==> src/design/utf8sd_pkg.sv <==
package utf8sd_pkg;

    // Default width of the internal byte position counters
    localparam int unsigned OFFSET_BITS_DEF = 16;

    localparam int unsigned CP_BITS  = 21;
    localparam int unsigned OFF_BITS = 16;

    // Scalar value limits
    localparam logic [CP_BITS-1:0] CP_MAX     = 21'h10FFFF;
    localparam logic [CP_BITS-1:0] SURR_LO    = 21'h00D800;
    localparam logic [CP_BITS-1:0] SURR_HI    = 21'h00DFFF;
    localparam logic [CP_BITS-1:0] REPL_RESET = 21'h00FFFD;

    // Longest sequence, in bytes
    localparam logic [2:0] SEQ_MAX = 3'd4;

    // Result queue depth
    localparam int unsigned QUEUE_DEPTH = 4;

    // Configuration register indexes
    typedef enum logic {
        CFG_STRICT_MODE      = 1'b0,
        CFG_REPLACEMENT_CHAR = 1'b1
    } t_cfg_index;

    // One result item
    typedef struct packed {
        logic                has_char;
        logic [CP_BITS-1:0]  code_point;
        logic                is_error;
        logic [OFF_BITS-1:0] error_offset;
        logic                text_done;
        logic                run_last;
    } t_result;

    // Results produced by one accepted byte, handed to the queue
    typedef struct packed {
        logic [1:0] count;
        t_result    first;
        t_result    second;
    } t_push;

endpackage

==> src/design/utf8sd_decode.sv <==
module utf8sd_decode #(
    parameter int unsigned OFFSET_BITS = utf8sd_pkg::OFFSET_BITS_DEF
) (
    input  logic                   i_clk,
    input  logic                   i_rst_n,
    input  logic                   i_accept,
    input  logic [7:0]             i_data_byte,
    input  logic                   i_end_of_text,
    input  logic                   i_cfg_we,
    input  utf8sd_pkg::t_cfg_index i_cfg_index,
    input  logic [20:0]            i_cfg_data,
    output utf8sd_pkg::t_push      o_push
);
    import utf8sd_pkg::*;

    logic                   r_strict;
    logic [CP_BITS-1:0]     r_repl;
    logic [CP_BITS-1:0]     r_partial,  n_partial;
    logic [2:0]             r_exp,      n_exp;
    logic [2:0]             r_taken,    n_taken;
    logic                   r_skipping, n_skipping;
    logic [OFFSET_BITS-1:0] r_pos,      n_pos;
    logic [OFFSET_BITS-1:0] r_seq,      n_seq;
    logic                   r_halted,   n_halted;
    t_result                res0, res1;
    logic [1:0]             cnt;

    // Build the result for a bad sequence starting at off
    function automatic t_result bad_res(input logic strict, input logic [CP_BITS-1:0] repl,
                                        input logic [OFFSET_BITS-1:0] off);
        t_result r;
        r = '0;
        if (strict) begin
            r.is_error     = 1'b1;
            r.error_offset = (64'(off) > 64'hFFFF) ? 16'hFFFF : OFF_BITS'(off);
            r.text_done    = 1'b1;
        end else begin
            r.has_char   = 1'b1;
            r.code_point = repl;
        end
        return r;
    endfunction

    function automatic t_result char_res(input logic [CP_BITS-1:0] cp);
        t_result r;
        r = '0;
        r.has_char   = 1'b1;
        r.code_point = cp;
        return r;
    endfunction

    // Work out the next text state and the results of one byte
    always_comb begin
        logic                   cont;
        logic                   handle;
        logic                   go_start;
        logic [OFFSET_BITS-1:0] at;
        t_result                r;

        n_partial  = r_partial;
        n_exp      = r_exp;
        n_taken    = r_taken;
        n_skipping = r_skipping;
        n_seq      = r_seq;
        n_halted   = r_halted;
        res0       = '0;
        res1       = '0;
        cnt        = 2'd0;
        handle     = 1'b1;
        go_start   = 1'b0;
        r          = '0;
        at         = r_pos;
        n_pos      = (r_pos != '1) ? r_pos + 1'b1 : r_pos;
        cont       = (i_data_byte[7:6] == 2'b10);

        if (r_halted) begin
            if (i_end_of_text) begin
                n_partial  = '0;
                n_exp      = '0;
                n_taken    = '0;
                n_skipping = 1'b0;
                n_pos      = '0;
                n_seq      = '0;
                n_halted   = 1'b0;
            end
        end else begin
            // Drop continuation bytes left over from a replaced sequence
            if (r_skipping) begin
                if (cont && r_taken < SEQ_MAX) begin
                    n_taken = r_taken + 3'd1;
                    if (n_taken >= SEQ_MAX) begin
                        n_skipping = 1'b0;
                    end
                    handle = 1'b0;
                end else begin
                    n_skipping = 1'b0;
                end
            end

            // Extend a pending sequence
            if (handle) begin
                if (r_exp != 3'd0) begin
                    if (cont) begin
                        n_partial = {r_partial[CP_BITS-7:0], i_data_byte[5:0]};
                        n_taken   = r_taken + 3'd1;
                        if (n_taken >= r_exp) begin
                            if (n_partial > CP_MAX ||
                                (n_partial >= SURR_LO && n_partial <= SURR_HI)) begin
                                r         = bad_res(r_strict, r_repl, r_seq);
                                n_exp     = '0;
                                n_partial = '0;
                                if (r_strict) begin
                                    n_halted   = 1'b1;
                                    n_skipping = 1'b0;
                                end else begin
                                    n_skipping = (n_taken < SEQ_MAX);
                                end
                            end else begin
                                r         = char_res(n_partial);
                                n_exp     = '0;
                                n_partial = '0;
                            end
                            res0 = r;
                            cnt  = 2'd1;
                        end
                    end else begin
                        r         = bad_res(r_strict, r_repl, r_seq);
                        n_exp     = '0;
                        n_partial = '0;
                        if (r_strict) begin
                            n_halted   = 1'b1;
                            n_skipping = 1'b0;
                        end else begin
                            n_skipping = 1'b0;
                        end
                        res0     = r;
                        cnt      = 2'd1;
                        go_start = !n_halted;
                    end
                end else begin
                    go_start = 1'b1;
                end
            end

            // Decode the byte as a lead byte
            if (go_start) begin
                if (!i_data_byte[7]) begin
                    r = char_res(CP_BITS'(i_data_byte));
                    if (cnt[0]) res1 = r;
                    else        res0 = r;
                    cnt = cnt + 2'd1;
                end else begin
                    n_seq   = at;
                    n_taken = 3'd1;
                    if (i_data_byte >= 8'hC2 && i_data_byte <= 8'hDF) begin
                        n_exp     = 3'd2;
                        n_partial = CP_BITS'(i_data_byte & 8'h1F);
                    end else if (i_data_byte >= 8'hE0 && i_data_byte <= 8'hEF) begin
                        n_exp     = 3'd3;
                        n_partial = CP_BITS'(i_data_byte & 8'h0F);
                    end else if (i_data_byte >= 8'hF0 && i_data_byte <= 8'hF4) begin
                        n_exp     = 3'd4;
                        n_partial = CP_BITS'(i_data_byte & 8'h07);
                    end else begin
                        r         = bad_res(r_strict, r_repl, at);
                        n_exp     = '0;
                        n_partial = '0;
                        if (r_strict) begin
                            n_halted   = 1'b1;
                            n_skipping = 1'b0;
                        end else begin
                            n_skipping = 1'b1;
                        end
                        if (cnt[0]) res1 = r;
                        else        res0 = r;
                        cnt = cnt + 2'd1;
                    end
                end
            end

            // Close the text: flag a truncated sequence, mark the final result
            if (i_end_of_text) begin
                if (!n_halted && n_exp != 3'd0) begin
                    r         = bad_res(r_strict, r_repl, n_seq);
                    n_halted  = r_strict;
                    if (cnt[0]) res1 = r;
                    else        res0 = r;
                    cnt = cnt + 2'd1;
                end
                if (!n_halted) begin
                    if (cnt == 2'd0) begin
                        res0           = '0;
                        res0.text_done = 1'b1;
                        cnt            = 2'd1;
                    end else if (cnt == 2'd1) begin
                        res0.text_done = 1'b1;
                    end else begin
                        res1.text_done = 1'b1;
                    end
                end
                n_partial  = '0;
                n_exp      = '0;
                n_taken    = '0;
                n_skipping = 1'b0;
                n_pos      = '0;
                n_seq      = '0;
                n_halted   = 1'b0;
            end
        end

        // Mark the last result of this byte
        if (cnt == 2'd1) begin
            res0.run_last = 1'b1;
        end else if (cnt == 2'd2) begin
            res1.run_last = 1'b1;
        end
    end

    assign o_push.count  = i_accept ? cnt : 2'd0;
    assign o_push.first  = res0;
    assign o_push.second = res1;

    // Configuration registers
    always_ff @(posedge i_clk) begin
        if (!i_rst_n) begin
            r_strict <= 1'b0;
            r_repl   <= REPL_RESET;
        end else if (i_cfg_we) begin
            unique case (i_cfg_index)
                CFG_STRICT_MODE:      r_strict <= i_cfg_data[0];
                CFG_REPLACEMENT_CHAR: r_repl   <= i_cfg_data;
                default:              r_strict <= r_strict;
            endcase
        end
    end

    // Text state: advance on each accepted byte
    always_ff @(posedge i_clk) begin
        if (!i_rst_n) begin
            r_partial  <= '0;
            r_exp      <= '0;
            r_taken    <= '0;
            r_skipping <= 1'b0;
            r_pos      <= '0;
            r_seq      <= '0;
            r_halted   <= 1'b0;
        end else if (i_accept) begin
            r_partial  <= n_partial;
            r_exp      <= n_exp;
            r_taken    <= n_taken;
            r_skipping <= n_skipping;
            r_pos      <= n_pos;
            r_seq      <= n_seq;
            r_halted   <= n_halted;
        end
    end

    a_halt_clean: assert property (@(posedge i_clk) disable iff (!i_rst_n)
        r_halted |-> (r_exp == 3'd0 && !r_skipping))
        else $error("halted with a sequence or skip pending");

    a_skip_idle: assert property (@(posedge i_clk) disable iff (!i_rst_n)
        r_skipping |-> (r_exp == 3'd0 && r_taken < SEQ_MAX))
        else $error("skipping while a sequence is open or after four bytes");

    a_seq_count: assert property (@(posedge i_clk) disable iff (!i_rst_n)
        (r_exp != 3'd0) |-> (r_taken != 3'd0 && r_taken < r_exp))
        else $error("open sequence with bad byte count");

endmodule

==> src/design/utf8sd_outq.sv <==
module utf8sd_outq (
    input  logic                i_clk,
    input  logic                i_rst_n,
    input  utf8sd_pkg::t_push   i_push,
    output logic                o_full,
    output logic                o_valid,
    input  logic                i_stall,
    output utf8sd_pkg::t_result o_result
);
    import utf8sd_pkg::*;

    localparam int unsigned PTR_BITS = $clog2(QUEUE_DEPTH);
    localparam int unsigned CNT_BITS = $clog2(QUEUE_DEPTH + 1);

    t_result               r_mem [QUEUE_DEPTH];
    logic [PTR_BITS-1:0]   r_wr, n_wr;
    logic [PTR_BITS-1:0]   r_rd, n_rd;
    logic [CNT_BITS-1:0]   r_cnt, n_cnt;
    logic                  pop;

    assign pop      = (r_cnt != '0) && !i_stall;
    assign o_valid  = (r_cnt != '0);
    assign o_result = r_mem[r_rd];
    // Hold off new bytes unless two results fit
    assign o_full   = (r_cnt > CNT_BITS'(QUEUE_DEPTH - 2));

    // Advance pointers and fill count
    always_comb begin
        n_wr  = r_wr + PTR_BITS'(i_push.count);
        n_rd  = pop ? r_rd + 1'b1 : r_rd;
        n_cnt = r_cnt + CNT_BITS'(i_push.count) - CNT_BITS'(pop);
    end

    always_ff @(posedge i_clk) begin
        if (!i_rst_n) begin
            r_wr  <= '0;
            r_rd  <= '0;
            r_cnt <= '0;
        end else begin
            r_wr  <= n_wr;
            r_rd  <= n_rd;
            r_cnt <= n_cnt;
        end
    end

    // Store up to two results per cycle
    always_ff @(posedge i_clk) begin
        if (i_push.count != 2'd0) begin
            r_mem[r_wr] <= i_push.first;
        end
        if (i_push.count == 2'd2) begin
            r_mem[r_wr + 1'b1] <= i_push.second;
        end
    end

    a_no_overflow: assert property (@(posedge i_clk) disable iff (!i_rst_n)
        (i_push.count != 2'd0) |-> !o_full)
        else $error("results pushed while queue lacks room");

    a_cnt_range: assert property (@(posedge i_clk) disable iff (!i_rst_n)
        r_cnt <= CNT_BITS'(QUEUE_DEPTH))
        else $error("queue count out of range");

endmodule

==> src/design/utf8_stream_decoder.sv <==
// UTF-8 to code point decoder. One byte is taken per cycle on the input
// channel while o_stall is low. Its results (zero, one or two) go into a
// four-entry result queue at the edge that accepts it. They can leave from the
// next cycle, one per cycle while i_stall is low, on the output channel.
// Bytes that make one result or none run at a full byte per clock while the
// output is not stalled; a byte that makes two results fills the queue faster
// than it drains. o_stall rises whenever the queue holds more than two results,
// since a byte may add two at once. The user must write strict_mode and
// replacement_char through the configuration port while idle; not enforced here.
module utf8_stream_decoder #(
    parameter int unsigned OFFSET_BITS = utf8sd_pkg::OFFSET_BITS_DEF
) (
    input  logic                   i_clk,
    input  logic                   i_rst_n,
    input  logic                   i_valid,
    output logic                   o_stall,
    input  logic [7:0]             i_data_byte,
    input  logic                   i_end_of_text,
    output logic                   o_valid,
    input  logic                   i_stall,
    output logic                   o_has_char,
    output logic [20:0]            o_code_point,
    output logic                   o_is_error,
    output logic [15:0]            o_error_offset,
    output logic                   o_text_done,
    output logic                   o_run_last,
    input  logic                   i_cfg_we,
    input  utf8sd_pkg::t_cfg_index i_cfg_index,
    input  logic [20:0]            i_cfg_data
);
    import utf8sd_pkg::*;

    t_push   push;
    t_result res;
    logic    accept;

    assign accept = i_valid && !o_stall;

    utf8sd_decode #(
        .OFFSET_BITS(OFFSET_BITS)
    ) u_decode (
        .i_clk         (i_clk),
        .i_rst_n       (i_rst_n),
        .i_accept      (accept),
        .i_data_byte   (i_data_byte),
        .i_end_of_text (i_end_of_text),
        .i_cfg_we      (i_cfg_we),
        .i_cfg_index   (i_cfg_index),
        .i_cfg_data    (i_cfg_data),
        .o_push        (push)
    );

    utf8sd_outq u_outq (
        .i_clk    (i_clk),
        .i_rst_n  (i_rst_n),
        .i_push   (push),
        .o_full   (o_stall),
        .o_valid  (o_valid),
        .i_stall  (i_stall),
        .o_result (res)
    );

    assign o_has_char     = res.has_char;
    assign o_code_point   = res.code_point;
    assign o_is_error     = res.is_error;
    assign o_error_offset = res.error_offset;
    assign o_text_done    = res.text_done;
    assign o_run_last     = res.run_last;

endmodule
==> config.mk <==
export PLATFORM = sky130hd
export DESIGN_NAME = utf8_stream_decoder
export DESIGN_NICKNAME = d
export VERILOG_FILES = /design/src/design/utf8sd_pkg.sv /design/src/design/utf8sd_decode.sv /design/src/design/utf8sd_outq.sv /design/src/design/utf8_stream_decoder.sv
export SDC_FILE = /design/constraint.sdc
export NUM_CORES = 1
export LEC_CHECK = 0
export BUFFER_PORTS_ARGS = -buffer_cell sky130_fd_sc_hd__buf_2
export CAP_MARGIN = 15
export CORE_MARGIN = 10
export CORE_UTILIZATION = 35
export CTS_CLUSTER_DIAMETER = 40
export DETAILED_ROUTE_END_ITERATION = 6
export HOLD_SLACK_MARGIN = 0.05
export RECOVER_POWER = 50
export SLEW_MARGIN = 20
export SYNTH_ARGS = -nofsm -noshare
export SYNTH_HDL_FRONTEND = slang
export SYNTH_SLANG_ARGS = --single-unit
export TNS_END_PERCENT = 20
==> constraint.sdc <==
create_clock -name i_clk -period 19.85 [get_ports i_clk]
set_input_delay 1.985 -clock i_clk [delete_from_list [all_inputs] [get_ports i_clk]]
set_output_delay 1.985 -clock i_clk [all_outputs]
set_load 0.03 [all_outputs]
# Yosys cells after proc, flatten, opt, wreduce, memory -nomap -nowiden
# Memories as Yosys holds them, arrays and structs flattened. A register that Yosys moved wholly into a read port is not among the register bits.
# Cells that the tools add are included.
[word_totals]
elab_cells = 223
ramBits = 164
inputBits = 36
output_inout_bits = 43
mem_count = 1
ff_bits = 90
[op_classes]
add_sub_neg = 9
muxes = 156
n_reduce_logical = 23
eq_ne = 7
bitwise = 1
n_lt_le_gt_ge = 14
[memory_table]
columns = ["memory", "words", "word_bits", "read_ports", "rd_ports_with_merged_regs", "write_ports", "line", "rtl"]
rows = [
  ["u_outq.r_mem", 4, 41, 1, 1, 2, "utf8sd_outq.sv:15", "t_result r_mem [QUEUE_DEPTH];"],
]
[ops]
columns = ["cell", "n"]
rows = [
  ["41-bit two-way mux", 28],
  ["21-bit two-way mux", 11],
  ["16-bit two-way mux", 7],
  ["3-bit two-way mux", 23],
  ["1-bit two-way mux", 63],
  ["18-bit two-way mux", 3],
  ["39-bit two-way mux", 1],
  ["2-bit two-way mux", 19],
  ["8-bit greater-or-equal comparator, second input constant", 3],
  ["8-bit <= comparator, second input constant", 3],
  ["22-bit two-way mux", 1],
  ["21-bit by 16-bit greater-or-equal comparator with 1-bit output, second input constant", 1],
  ["21-bit greater-than comparator, second input constant", 1],
  ["21-bit by 16-bit <= comparator with 1-bit output, second input constant", 1],
  ["16-bit by 1-bit adder with 16-bit output, second input constant", 1],
  ["16-bit != test, second input constant", 1],
  ["3-bit nonzero test", 3],
  ["2-bit by 1-bit adder with 2-bit output, second input constant", 4],
  ["1-bit logical AND", 8],
  ["2-bit AND reduction", 4],
  ["2-bit == test, second input constant", 3],
  ["3-bit < comparator, second input constant", 2],
  ["2-bit by 1-bit == test with 1-bit output, second input constant", 2],
  ["1-bit zero test", 4],
  ["other kinds (12)", 13],
]

# Longest topological paths before layout
# Gate-level depths: netlist of run 1.
[depth]
ltp_word = 31
ltp_mapped = 21

# Modules after synthesis
# From an unflattened synthesis of run 1, not the netlist that was laid out.
[unflattened]
cells_unflattened = 1182
hier_area_um2 = 13605.5
[by_module_without_submodules]
columns = ["mod", "instances", "cells_per_inst", "area_each_um2", "seq_area_each_um2"]
rows = [
  ["utf8sd_outq", 1, 451, 8390.5, 5104.9],
  ["utf8sd_decode", 1, 730, 5201.2, 1541.5],
  ["utf8_stream_decoder", 1, 1, 13.8, 0.0],
]

# Worst setup path after synthesis of run 1
# OpenSTA, ideal clock, no wires.
[synth_path]
kind = "input-to-reg"
from = "input i_data_byte[6]"
to = "memory u_outq.r_mem[2][0] in the netlist's numbering (enable)"
arrival_time_ns = 8.799
path_buffers = 1
setup_time_ns = 0.553
required_time_ns = 19.297
path_stages = 14
slack_ns = 10.497
cell_sequence = "clkbuf_1 and4bb_2 nor2_1 nand2_1 inv_1 ha_1 and2_1 nor2_1 nand3_4 o31a_1 o2bb2ai_1 o21ai_0 o21a_1 o41ai_1"
[synth_rtl]
columns = ["item", "line", "rtl"]
rows = [
  ["from (decl)", "utf8_stream_decoder.sv:17", "input logic [7:0] i_data_byte,"],
  ["to (decl)", "utf8sd_outq.sv:15", ""],
]

==> reports/summary.log, run 1 <==
qor: run_status.outcome finished with violations
qor: run_status.failed_checks max-capacitance violations, max-slew violations
qor: worst_setup_path.cp_slowest_cell sky130_fd_sc_hd__clkbuf_1
qor: global_route.grt_util_met3 3.12%
qor: placement.io_buffer_count 78
qor: drt.detailroute.via_count 10400
qor: clocking.clk_pin_slew_worst_paths 0.06 ns
qor: clocking.cts.sink_count 250
qor: final_layout.num_antenna_cells 0
qor: floorplan.floorplan.rows 71
qor: floorplan.die_area 46800 sq um
qor: drt.route.detailed.vias_per_inst 5.61
qor: placement.hpwlAfterDp 25800 um
qor: global_route.met2_usage 26.0%
qor: logic_synthesis.yosys_warnings 0
qor: worst_setup_path.worstPathMaxFanout 111
qor: logic_synthesis.count_of_cell_types_in_the_netlist 83
qor: logic_synthesis.synthXorXnorAreaFrac 1.43%
qor: clocking.cts.path.max_buffers 3
qor: sta.setup_tns 0 ns
qor: logic_synthesis.synth_seq_area_share 49.3%
qor: worst_setup_path.setup.worst_path.start_class input pin
qor: final_layout.final_core_util 40.7%
qor: global_route.grt-ovfl-total 0
qor: sta.fin_worst_skew 0.0226 ns
qor: drt.drc 0
qor: logic_synthesis.post_synth_mux_area_share 10.8%
qor: worst_setup_path.worst-setup-path-type input pin to register
qor: floorplan.floorplan.die.height 216 um
qor: pwr.power_per_cell_area 114 nW/um^2
qor: final_layout.fillers 3718
qor: worst_setup_path.timing.critical_path.slowest_cell_delay 3.14 ns
qor: clocking.tritoncts yes
qor: sta.rsz0062_at_grt false
qor: sta.timing_max_transition_violations_final 421
qor: global_route.grt_first_pass_wirelength 61700 um
qor: drt.wl_per_cell 21.2 um
qor: worst_setup_path.path_buf_inv 3
qor: clocking.clk_latency 0.53 ns
qor: final_layout.final_layout_size_suffix_gt1_share 14.7%
qor: placement.place.gp.congestion 0.896
qor: global_route.grt.met1_usage 22.5%
qor: global_route.grt_pass1_vias 10200
qor: worst_setup_path.timing.critical_path.max_delay_family buffers and inverters
qor: logic_synthesis.synth_compound_area_share 16.7%
qor: sta.setup_ws 9.84 ns
qor: sta.final_period_minus_worst_setup_slack 10.01 ns
qor: final_layout.multi_input_area 6300 sq um
qor: global_route.pin_count_of_the_biggest_net_entering_global_routing 112
qor: floorplan.die_width 216 um
qor: hold_path.hold_path_depth 2
qor: worst_setup_path.r2r_setup_slack 10.95 ns
qor: logic_synthesis.synth_top_flop_cell sky130_fd_sc_hd__edfxtp_1
qor: logic_synthesis.synth_nets 1324
qor: worst_setup_path.cp_common_cell sky130_fd_sc_hd__clkbuf_1
qor: worst_setup_path.setup.worst_path.end_class register
qor: final_layout.flow.area_growth_from_synthesis 14.1%
qor: drt.drt.antenna.violating_nets 0
qor: drt.dr.first_iter.drc_count 876
qor: floorplan.design.core.area 37800 sq um
qor: floorplan.floorplan.io_pins 79
qor: logic_synthesis.synthArstFlopShare 0%
qor: clocking.cts_resized 0
qor: pwr.report.power.total 1.75 mW
qor: placement.dpl_ws 12.83 ns
qor: clocking.cts_bufs_inserted 37
qor: logic_synthesis.postSynthRegisterBits 250
qor: sta.transition_time_of_the_tightest_slew_check_pin 4.51 ns
qor: pwr.static-leakage-power 5.51 nW
qor: worst_setup_path.r2r_cells 17
qor: hold_path.worstHoldStart u_decode.r_repl[4]
qor: clocking.postCtsHoldBufs 0
qor: logic_synthesis.main_combinational_cell_family_by_area_after_synthesis compound AO/OA/AOI/OAI gates
qor: logic_synthesis.synth_simple_gate_area_share 16.6%
qor: sta.worst_slew_margin_rel -201%
qor: floorplan.initial_core_util 35.6%
qor: clocking.clock_tree.root_cell sky130_fd_sc_hd__clkbuf_16
qor: logic_synthesis.synth-edff-count 164
qor: hold_path.timing.hold.worst_endpoint u_decode.r_repl[4]
qor: worst_setup_path.worstPathCellList clkbuf_1 -> and4bb_1 -> o31a_1 -> clkbuf_1 -> a21oi_1 -> nor2_1 -> mux2i_1 -> a21oi_4 -> clkbuf_1 -> o221ai_1 -> mux2i_1
qor: logic_synthesis.syn-cell-area 13500 sq um
qor: final_layout.area.sequential 6650 sq um
qor: global_route.grt_use_total 16.5%
qor: hold_path.hold_path_class register to register
qor: drt.drt-total-wl 39400 um
qor: worst_setup_path.beginning_of_the_worst_register_to_register_path u_decode.r_taken[0]
qor: sta.layout_worst_path_cycle_share 50.4%
qor: run.maxCapViolCount 8
qor: sta.timing.final.setup_violations 0
qor: worst_setup_path.worstPathArrival 10.32 ns
qor: clocking.ctsHtreeMaxLevel 2
qor: worst_setup_path.critical_path_required 20.16 ns
qor: worst_setup_path.number_of_logic_stages_on_the_critical_path_including_buffering 11
qor: logic_synthesis.post_synth_inst_count 1277
qor: logic_synthesis.synthAdderAreaFrac 1.08%
qor: global_route.number_of_antenna_violations_at_the_first_check_in_global_routing 2
qor: sta.clock.fmax 0.0999 GHz
qor: clocking.cts.repair_timing.setup_buffer_count 0
qor: sta.hold_violations 0
qor: drt.drt_first_pass_iters 6
qor: logic_synthesis.syn_area_per_cell 10.6 sq um
qor: global_route.most_crowded_layer_gr met2
qor: worst_setup_path.regToRegEndpoint u_outq.r_mem[1][23]
qor: final_layout.finish.net_count 1364
qor: pwr.irDropWorstVdd 0.0771 mV
## cell families after synthesis
family / Yosys count
fa+ha+maj: 11
simple gates: 448
flops: 250
mux: 92
buf+inv: 115
compound gates: 339
xor+xnor: 22
## Yosys cell counts, drive strengths merged (3+ instances only)
| cell type | number | area [sq um] |
|---|---|---|
| edfxtp | 164 | 4920 |
| o21ai | 133 | 677 |
| nand3 | 130 | 676 |
| nand2 | 114 | 428 |
| dfxtp | 86 | 1720 |
| nor2 | 66 | 248 |
| buf | 48 | 302 |
| clkbuf | 48 | 180 |
| a21oi | 44 | 224 |
| mux4 | 41 | 923 |
| a21o | 40 | 300 |
| nor2b | 38 | 238 |
| nor3 | 34 | 180 |
| mux2i | 31 | 310 |
| a22oi | 30 | 230 |
| mux2 | 20 | 225 |
| and2 | 18 | 113 |
| inv | 18 | 67.6 |
| xor2 | 16 | 140 |
| a221o | 15 | 150 |
| and3 | 11 | 68.8 |
| ha | 10 | 125 |
| o211ai | 9 | 86.3 |
| a21boi | 8 | 60.1 |
| o22ai | 8 | 50.1 |
| or3 | 7 | 43.8 |
| a31o | 6 | 52.6 |
| nand4 | 6 | 43.8 |
| xnor2 | 6 | 52.6 |
| a31oi | 5 | 31.3 |
| or4 | 5 | 41.3 |
| a211oi | 4 | 47.5 |
| a22o | 4 | 36.3 |
| a32oi | 4 | 35.0 |
| o31ai | 4 | 35.0 |
| and4 | 3 | 26.3 |
| nor3b | 3 | 27.5 |
| o21a | 3 | 22.5 |
| o32ai | 3 | 26.3 |
## stage by stage
stage                     hold WS (ns)  std cells  cell area, sq um
after floorplan                  0.433       1277             13500
after global placement           0.450       1789             14200
after detailed placement         0.456       1789             14200
after CTS                        0.468       1857             15500
after global routing             0.500       1857             15400
final                            0.468       1857             15400
## placed cells by master (no fill, tap or decap), types with 40 or more instances in the layout
cell                       instances
sky130_fd_sc_hd__mux4_2           41
sky130_fd_sc_hd__nor2_1           65
sky130_fd_sc_hd__o21ai_0         131
sky130_fd_sc_hd__nand2_1         114
sky130_fd_sc_hd__nand3_1         130
sky130_fd_sc_hd__a21oi_1          43
sky130_fd_sc_hd__clkbuf_1         52
sky130_fd_sc_hd__a21o_1           40
sky130_fd_sc_hd__edfxtp_1        164
sky130_fd_sc_hd__dfxtp_1          84
## how the worst max path moves through the flow
| stage | slack, ns | end | start |
|---|---|---|---|
| CTS | 13.37 | u_outq.r_cnt[2] | i_data_byte[7] |
| finish | 9.84 | u_outq.r_mem[1][23] | i_data_byte[7] |
| global route | 9.15 | u_outq.r_mem[1][23] | i_data_byte[7] |
| global placement | 12.98 | u_outq.r_cnt[2] | i_data_byte[7] |
| detailed placement | 12.83 | u_outq.r_cnt[2] | i_data_byte[7] |
| floorplan | 10.50 | u_outq.r_mem[2][0] | i_data_byte[6] |
## routing by layer
layer  up-vias  wire length, um
li1       4931                -
met1      5114            17800
met4         4              924
met5         -               16
met2       308            18300
met3        65             2280
## state kept, by name, summed over array words and instances (netlist names), named ones only
register / flops
u_outq.r_mem: 164
u_decode.r_repl: 21
u_decode.r_pos: 16
u_decode.r_seq: 16
u_decode.r_partial: 15
u_decode.r_exp: 3
u_decode.r_taken: 3
u_outq.r_cnt: 3
u_outq.r_rd: 2
u_outq.r_wr: 2
u_decode.r_halted: 1
u_decode.r_skipping: 1
u_decode.r_strict: 1
## where the power goes
| group | total, mW | switching (mW) | internal (mW) | leakage, nW |
|---|---|---|---|---|
| clock network | 0.667 | 0.257 | 0.410 | 0.625 |
| logic | 0.446 | 0.297 | 0.149 | 2.60 |
| registers | 0.640 | 0.0194 | 0.620 | 2.28 |
## final cells by class
class                      count  share of cell area (%)
clock buffer                  43                    6.51
clock inverter                25                    1.76
multi-input combinational    912                    40.9
timing repair buffer          97                    2.97
inverter                      19                   0.464
tap                          511                    4.16
sequential                   250                    43.2
## worst register-to-register path, cell delays in order (launching register included)
cell and delay [ns]:
sky130_fd_sc_hd__dfxtp_1 0.39, sky130_fd_sc_hd__ha_1 0.25, sky130_fd_sc_hd__xor2_1 0.27, sky130_fd_sc_hd__ha_1 0.29
sky130_fd_sc_hd__a21oi_1 0.24, sky130_fd_sc_hd__o211ai_1 0.27, sky130_fd_sc_hd__nand2_1 0.56, sky130_fd_sc_hd__inv_1 0.25
sky130_fd_sc_hd__ha_1 0.33, sky130_fd_sc_hd__and2_0 0.18, sky130_fd_sc_hd__nor2_1 0.10, sky130_fd_sc_hd__nand3_1 0.28
sky130_fd_sc_hd__o31a_1 0.25, sky130_fd_sc_hd__mux2i_1 0.15, sky130_fd_sc_hd__a21oi_4 0.13, sky130_fd_sc_hd__clkbuf_1 3.14
sky130_fd_sc_hd__o221ai_1 1.17, sky130_fd_sc_hd__mux2i_1 0.45
Power figures use the tool's default switching activity.
==> run 2: changes to the inputs <==
--- a/config.mk
+++ b/config.mk
@@ -5,6 +5,7 @@
 export SDC_FILE = /design/constraint.sdc
 export NUM_CORES = 1
 export LEC_CHECK = 0
+export ABC_AREA = 1
 export BUFFER_PORTS_ARGS = -buffer_cell sky130_fd_sc_hd__buf_2
 export CAP_MARGIN = 15
 export CORE_MARGIN = 10
==> constraint.sdc (replaced) <==
create_clock -name i_clk -period 9.3 [get_ports i_clk]
set_input_delay 0.93 -clock i_clk [delete_from_list [all_inputs] [get_ports i_clk]]
set_output_delay 0.93 -clock i_clk [all_outputs]
set_load 0.03 [all_outputs]
==> run 2 against run 1 <==
  * The flow still finishes with violations (max-capacitance violations, max-slew violations)
  * Clock skew is 0.0077 ns lower
  * Combinational power grew to 2.7 times the previous value
  * First-iteration DRC count is 110% higher
  * Critical path depth is 9 higher
  * Hold slack hardly changed
  * Die area is 14% higher
  * Cell area is 12% higher
  * Count of clock-buffer cells in the layout is 2 higher
  * Routed wire length is 34% higher
  * Power is 130% higher
  * Register-to-register slack worse by 9.4 ns
  * Utilization is 1.3 points lower
  * Highest routed layer is now met4
==> reports/summary.log, run 2 <==
qor: logic_synthesis.yosys.area.top_type_share 31.8%
qor: hold_path.hold_path_class register to register
qor: placement.place.gp.congestion 0.959
qor: placement.hpwlAfterDp 35700 um
qor: drt.route.detailed.vias_per_inst 5.58
qor: clocking.cts_resized 0
qor: pwr.pwr-share-comb 29.8%
qor: final_layout.multi_input_area 7600 sq um
qor: pwr.static-leakage-power 7.09 nW
qor: drt.detailroute.via_count 15200
qor: logic_synthesis.synth_compound_area_share 12.7%
qor: sta.final.hold.worst_slack 0.468 ns
qor: logic_synthesis.syn-cell-area 15500 sq um
qor: global_route.number_of_antenna_violations_at_the_first_check_in_global_routing 0
qor: logic_synthesis.area_contributors_post_synth sky130_fd_sc_hd__edfxtp_1 (32%), sky130_fd_sc_hd__nand2_1 (15%), sky130_fd_sc_hd__dfxtp_1 (11%)
qor: logic_synthesis.synth_nets 2162
qor: logic_synthesis.synth_top_cells_by_count sky130_fd_sc_hd__nand2_1 (601), sky130_fd_sc_hd__nor2_1 (223), sky130_fd_sc_hd__nand4_1 (209)
qor: floorplan.design.core.area 44000 sq um
qor: worst_setup_path.worstPathMaxFanout 85
qor: run_status.outcome finished with violations
qor: logic_synthesis.synthXorXnorAreaFrac 0.452%
qor: pwr.irDropWorstVdd 0.136 mV
qor: final_layout.finish.net_count 2141
qor: clocking.postCtsHoldBufs 0
qor: final_layout.final_core_util 39.3%
qor: drt.drt_first_pass_iters 6
qor: sta.hold_violations 0
qor: logic_synthesis.netlist.top_cell.by_area sky130_fd_sc_hd__edfxtp_1
qor: pwr.net_switching_component_of_the_power 1.58 mW
qor: clocking.cts.path.max_buffers 3
qor: logic_synthesis.syn_area_per_cell 7.33 sq um
qor: final_layout.num_antenna_cells 0
qor: drt.wl_per_cell 19.5 um
qor: final_layout.final_cell_mix sky130_fd_sc_hd__nand2_1 (598), sky130_fd_sc_hd__nor2_1 (221), sky130_fd_sc_hd__nand4_1 (210)
qor: floorplan.initial_core_util 35.2%
qor: final_layout.layout_commonest_cell sky130_fd_sc_hd__nand2_1
qor: global_route.grt_first_pass_wirelength 81600 um
qor: pwr.power_frac_clock 36.3%
qor: floorplan.floorplan.io_pins 79
qor: logic_synthesis.synthArstFlopShare 0%
qor: final_layout.final_layout_size_suffix_gt1_share 8.42%
qor: final_layout.flow.area_growth_from_synthesis 11.6%
qor: floorplan.floorplan.rows 77
qor: floorplan.floorplan.die.height 231 um
qor: sta.setup_tns 0 ns
qor: final_layout.largestRegisters u_outq.r_mem: 164 flops, u_decode.r_repl: 21 flops
qor: sta.timing.final.setup_violations 0
qor: worst_setup_path.setup.worst_path.end_class register
qor: logic_synthesis.synth_simple_gate_area_share 34.9%
qor: clocking.clk_latency 0.55 ns
qor: clocking.cts_bufs_inserted 40
qor: global_route.pin_count_of_the_biggest_net_entering_global_routing 86
qor: sta.clock.fmax 0.128 GHz
qor: logic_synthesis.post_synth_mux_area_share 0.129%
qor: logic_synthesis.count_of_cell_types_in_the_netlist 50
qor: drt.dr.first_iter.drc_count 1845
qor: pwr.p_int 2.52 mW
qor: run_status.failed_checks max-capacitance violations, max-slew violations
qor: placement.io_buffer_count 78
qor: clocking.cts.sink_count 250
qor: final_layout.largest_register_ff_count 164
qor: run.maxCapViolCount 5
qor: clocking.clk_pin_slew_worst_paths 0.05 ns
qor: sta.rsz0062_at_grt false
qor: logic_synthesis.main_combinational_cell_family_by_area_after_synthesis simple AND/OR/NAND/NOR gates
qor: worst_setup_path.worstPathArrival 8.02 ns
qor: placement.placed_cells_incl_taps 2644
qor: worst_setup_path.critical_path_required 9.48 ns
qor: floorplan.die_width 231 um
qor: floorplan.die_area 53100 sq um
qor: final_layout.regMostFlops u_outq.r_mem
qor: logic_synthesis.postSynthRegisterBits 250
qor: sta.final_period_minus_worst_setup_slack 7.84 ns
qor: clocking.cts.repair_timing.setup_buffer_count 0
qor: final_layout.fillers 4601
qor: logic_synthesis.synthAdderAreaFrac 0.936%
qor: logic_synthesis.leading_cell_type_by_number_of_instances_after_synthesis sky130_fd_sc_hd__nand2_1
qor: sta.fin_worst_skew 0.0149 ns
qor: sta.timing_max_transition_violations_final 266
qor: sta.transition_time_of_the_tightest_slew_check_pin 3.45 ns
qor: global_route.grt_pass1_vias 13800
qor: sta.layout_worst_path_cycle_share 84.3%
qor: logic_synthesis.synth-edff-count 164
qor: pwr.p_seq_share 33.9%
qor: final_layout.fin_cells 2718
qor: clocking.clock_tree.root_cell sky130_fd_sc_hd__clkbuf_16
qor: logic_synthesis.yosys_warnings 0
qor: drt.drt.antenna.violating_nets 0
qor: final_layout.area.sequential 6650 sq um
qor: worst_setup_path.setup.worst_path.start_class input pin
qor: logic_synthesis.synth_top_flop_cell sky130_fd_sc_hd__edfxtp_1
qor: pwr.power_switching_share 38.5%
qor: drt.drt-total-wl 52900 um
qor: drt.drc 0
qor: clocking.ctsHtreeMaxLevel 2
qor: clocking.tritoncts yes
qor: worst_setup_path.worst-setup-path-type input pin to register
qor: global_route.grt_use_total 19.3%
qor: logic_synthesis.post_synth_inst_count 2115
qor: sta.worst_slew_margin_rel -130%
qor: logic_synthesis.synth_seq_area_share 42.9%
qor: global_route.grt-ovfl-total 0
qor: pwr.power_per_cell_area 237 nW/um^2
-- run 2: cells by family after synthesis --
logic type | after synthesis
muxes | 2
xor gates and xnor gates | 8
AOI/OAI and AO/OA | 350
DFF | 250
buffers and inverters | 293
and+or+nand+nor | 1201
adders and majority gates | 11
-- run 2: through the flow --
step / power [mW] / worst slack [ns] / instance area (sq um)
floorplan: 2.26 / 4.50 / 15500
global placement: 2.64 / 1.81 / 16100
detailed placement: 2.66 / 1.62 / 16100
CTS: 4.15 / 2.19 / 17400
global route: 4.29 / 0.802 / 17300
finish: 4.10 / 1.46 / 17300
-- run 2: worst paths after layout --
check,startpoint,to,slack [ns],cells after the start
hold / removal,u_decode.r_seq[7],u_decode.r_seq[7],0.47,2
setup reg to reg,u_decode.r_taken[0],u_outq.r_mem[0][33],1.54,22
setup / recovery,i_data_byte[7],u_outq.r_mem[0][33],1.46,20
hold reg to reg,u_decode.r_seq[7],u_decode.r_seq[7],0.47,2
-- run 2: final cells by class --
type,count,area share (%)
clock buffer,45,6.07
clock inverter,29,1.67
tap,592,4.28
timing repair buffer,100,2.78
multi-input combinational,1572,43.9
sequential,250,38.4
inverter,130,2.83
-- run 2: critical path: stages --
cell	delay [ns]
sky130_fd_sc_hd__buf_2	0.39
sky130_fd_sc_hd__inv_2	0.27
sky130_fd_sc_hd__nor2_8	0.37
sky130_fd_sc_hd__nand4_1	0.69
sky130_fd_sc_hd__nand2_1	0.70
sky130_fd_sc_hd__inv_1	0.41
sky130_fd_sc_hd__ha_1	0.40
sky130_fd_sc_hd__inv_1	0.04
sky130_fd_sc_hd__nand3_1	0.07
sky130_fd_sc_hd__nand2_1	0.07
sky130_fd_sc_hd__nand3_1	0.12
sky130_fd_sc_hd__nand2_2	0.31
sky130_fd_sc_hd__inv_1	0.35
sky130_fd_sc_hd__nand3_1	0.30
sky130_fd_sc_hd__o21ai_2	0.20
sky130_fd_sc_hd__nand2_1	0.14
sky130_fd_sc_hd__nand2_4	0.65
sky130_fd_sc_hd__nand3_4	0.68
sky130_fd_sc_hd__nand2_2	0.34
sky130_fd_sc_hd__buf_4	0.53
-- run 2: power by group through the flow --
stage | clock network, mW | registers [mW] | logic (mW)
2_1_floorplan | 0 | 1.39 | 0.863
3_3_place_gp | 0 | 1.41 | 1.23
3_5_place_dp | 0 | 1.41 | 1.25
4_1_cts | 1.51 | 1.39 | 1.25
5_1_grt | 1.56 | 1.40 | 1.33
6_report | 1.49 | 1.39 | 1.22
-- run 2: routing by layer --
layer  vias up  part of all wire (%)  GRT usage, %
li1       7298                     -             -
met1      7179                    45          27.0
met2       601                    44          29.2
met3        76                   8.2          3.89
met4         0                   2.4          6.02
met5         -                     0             0
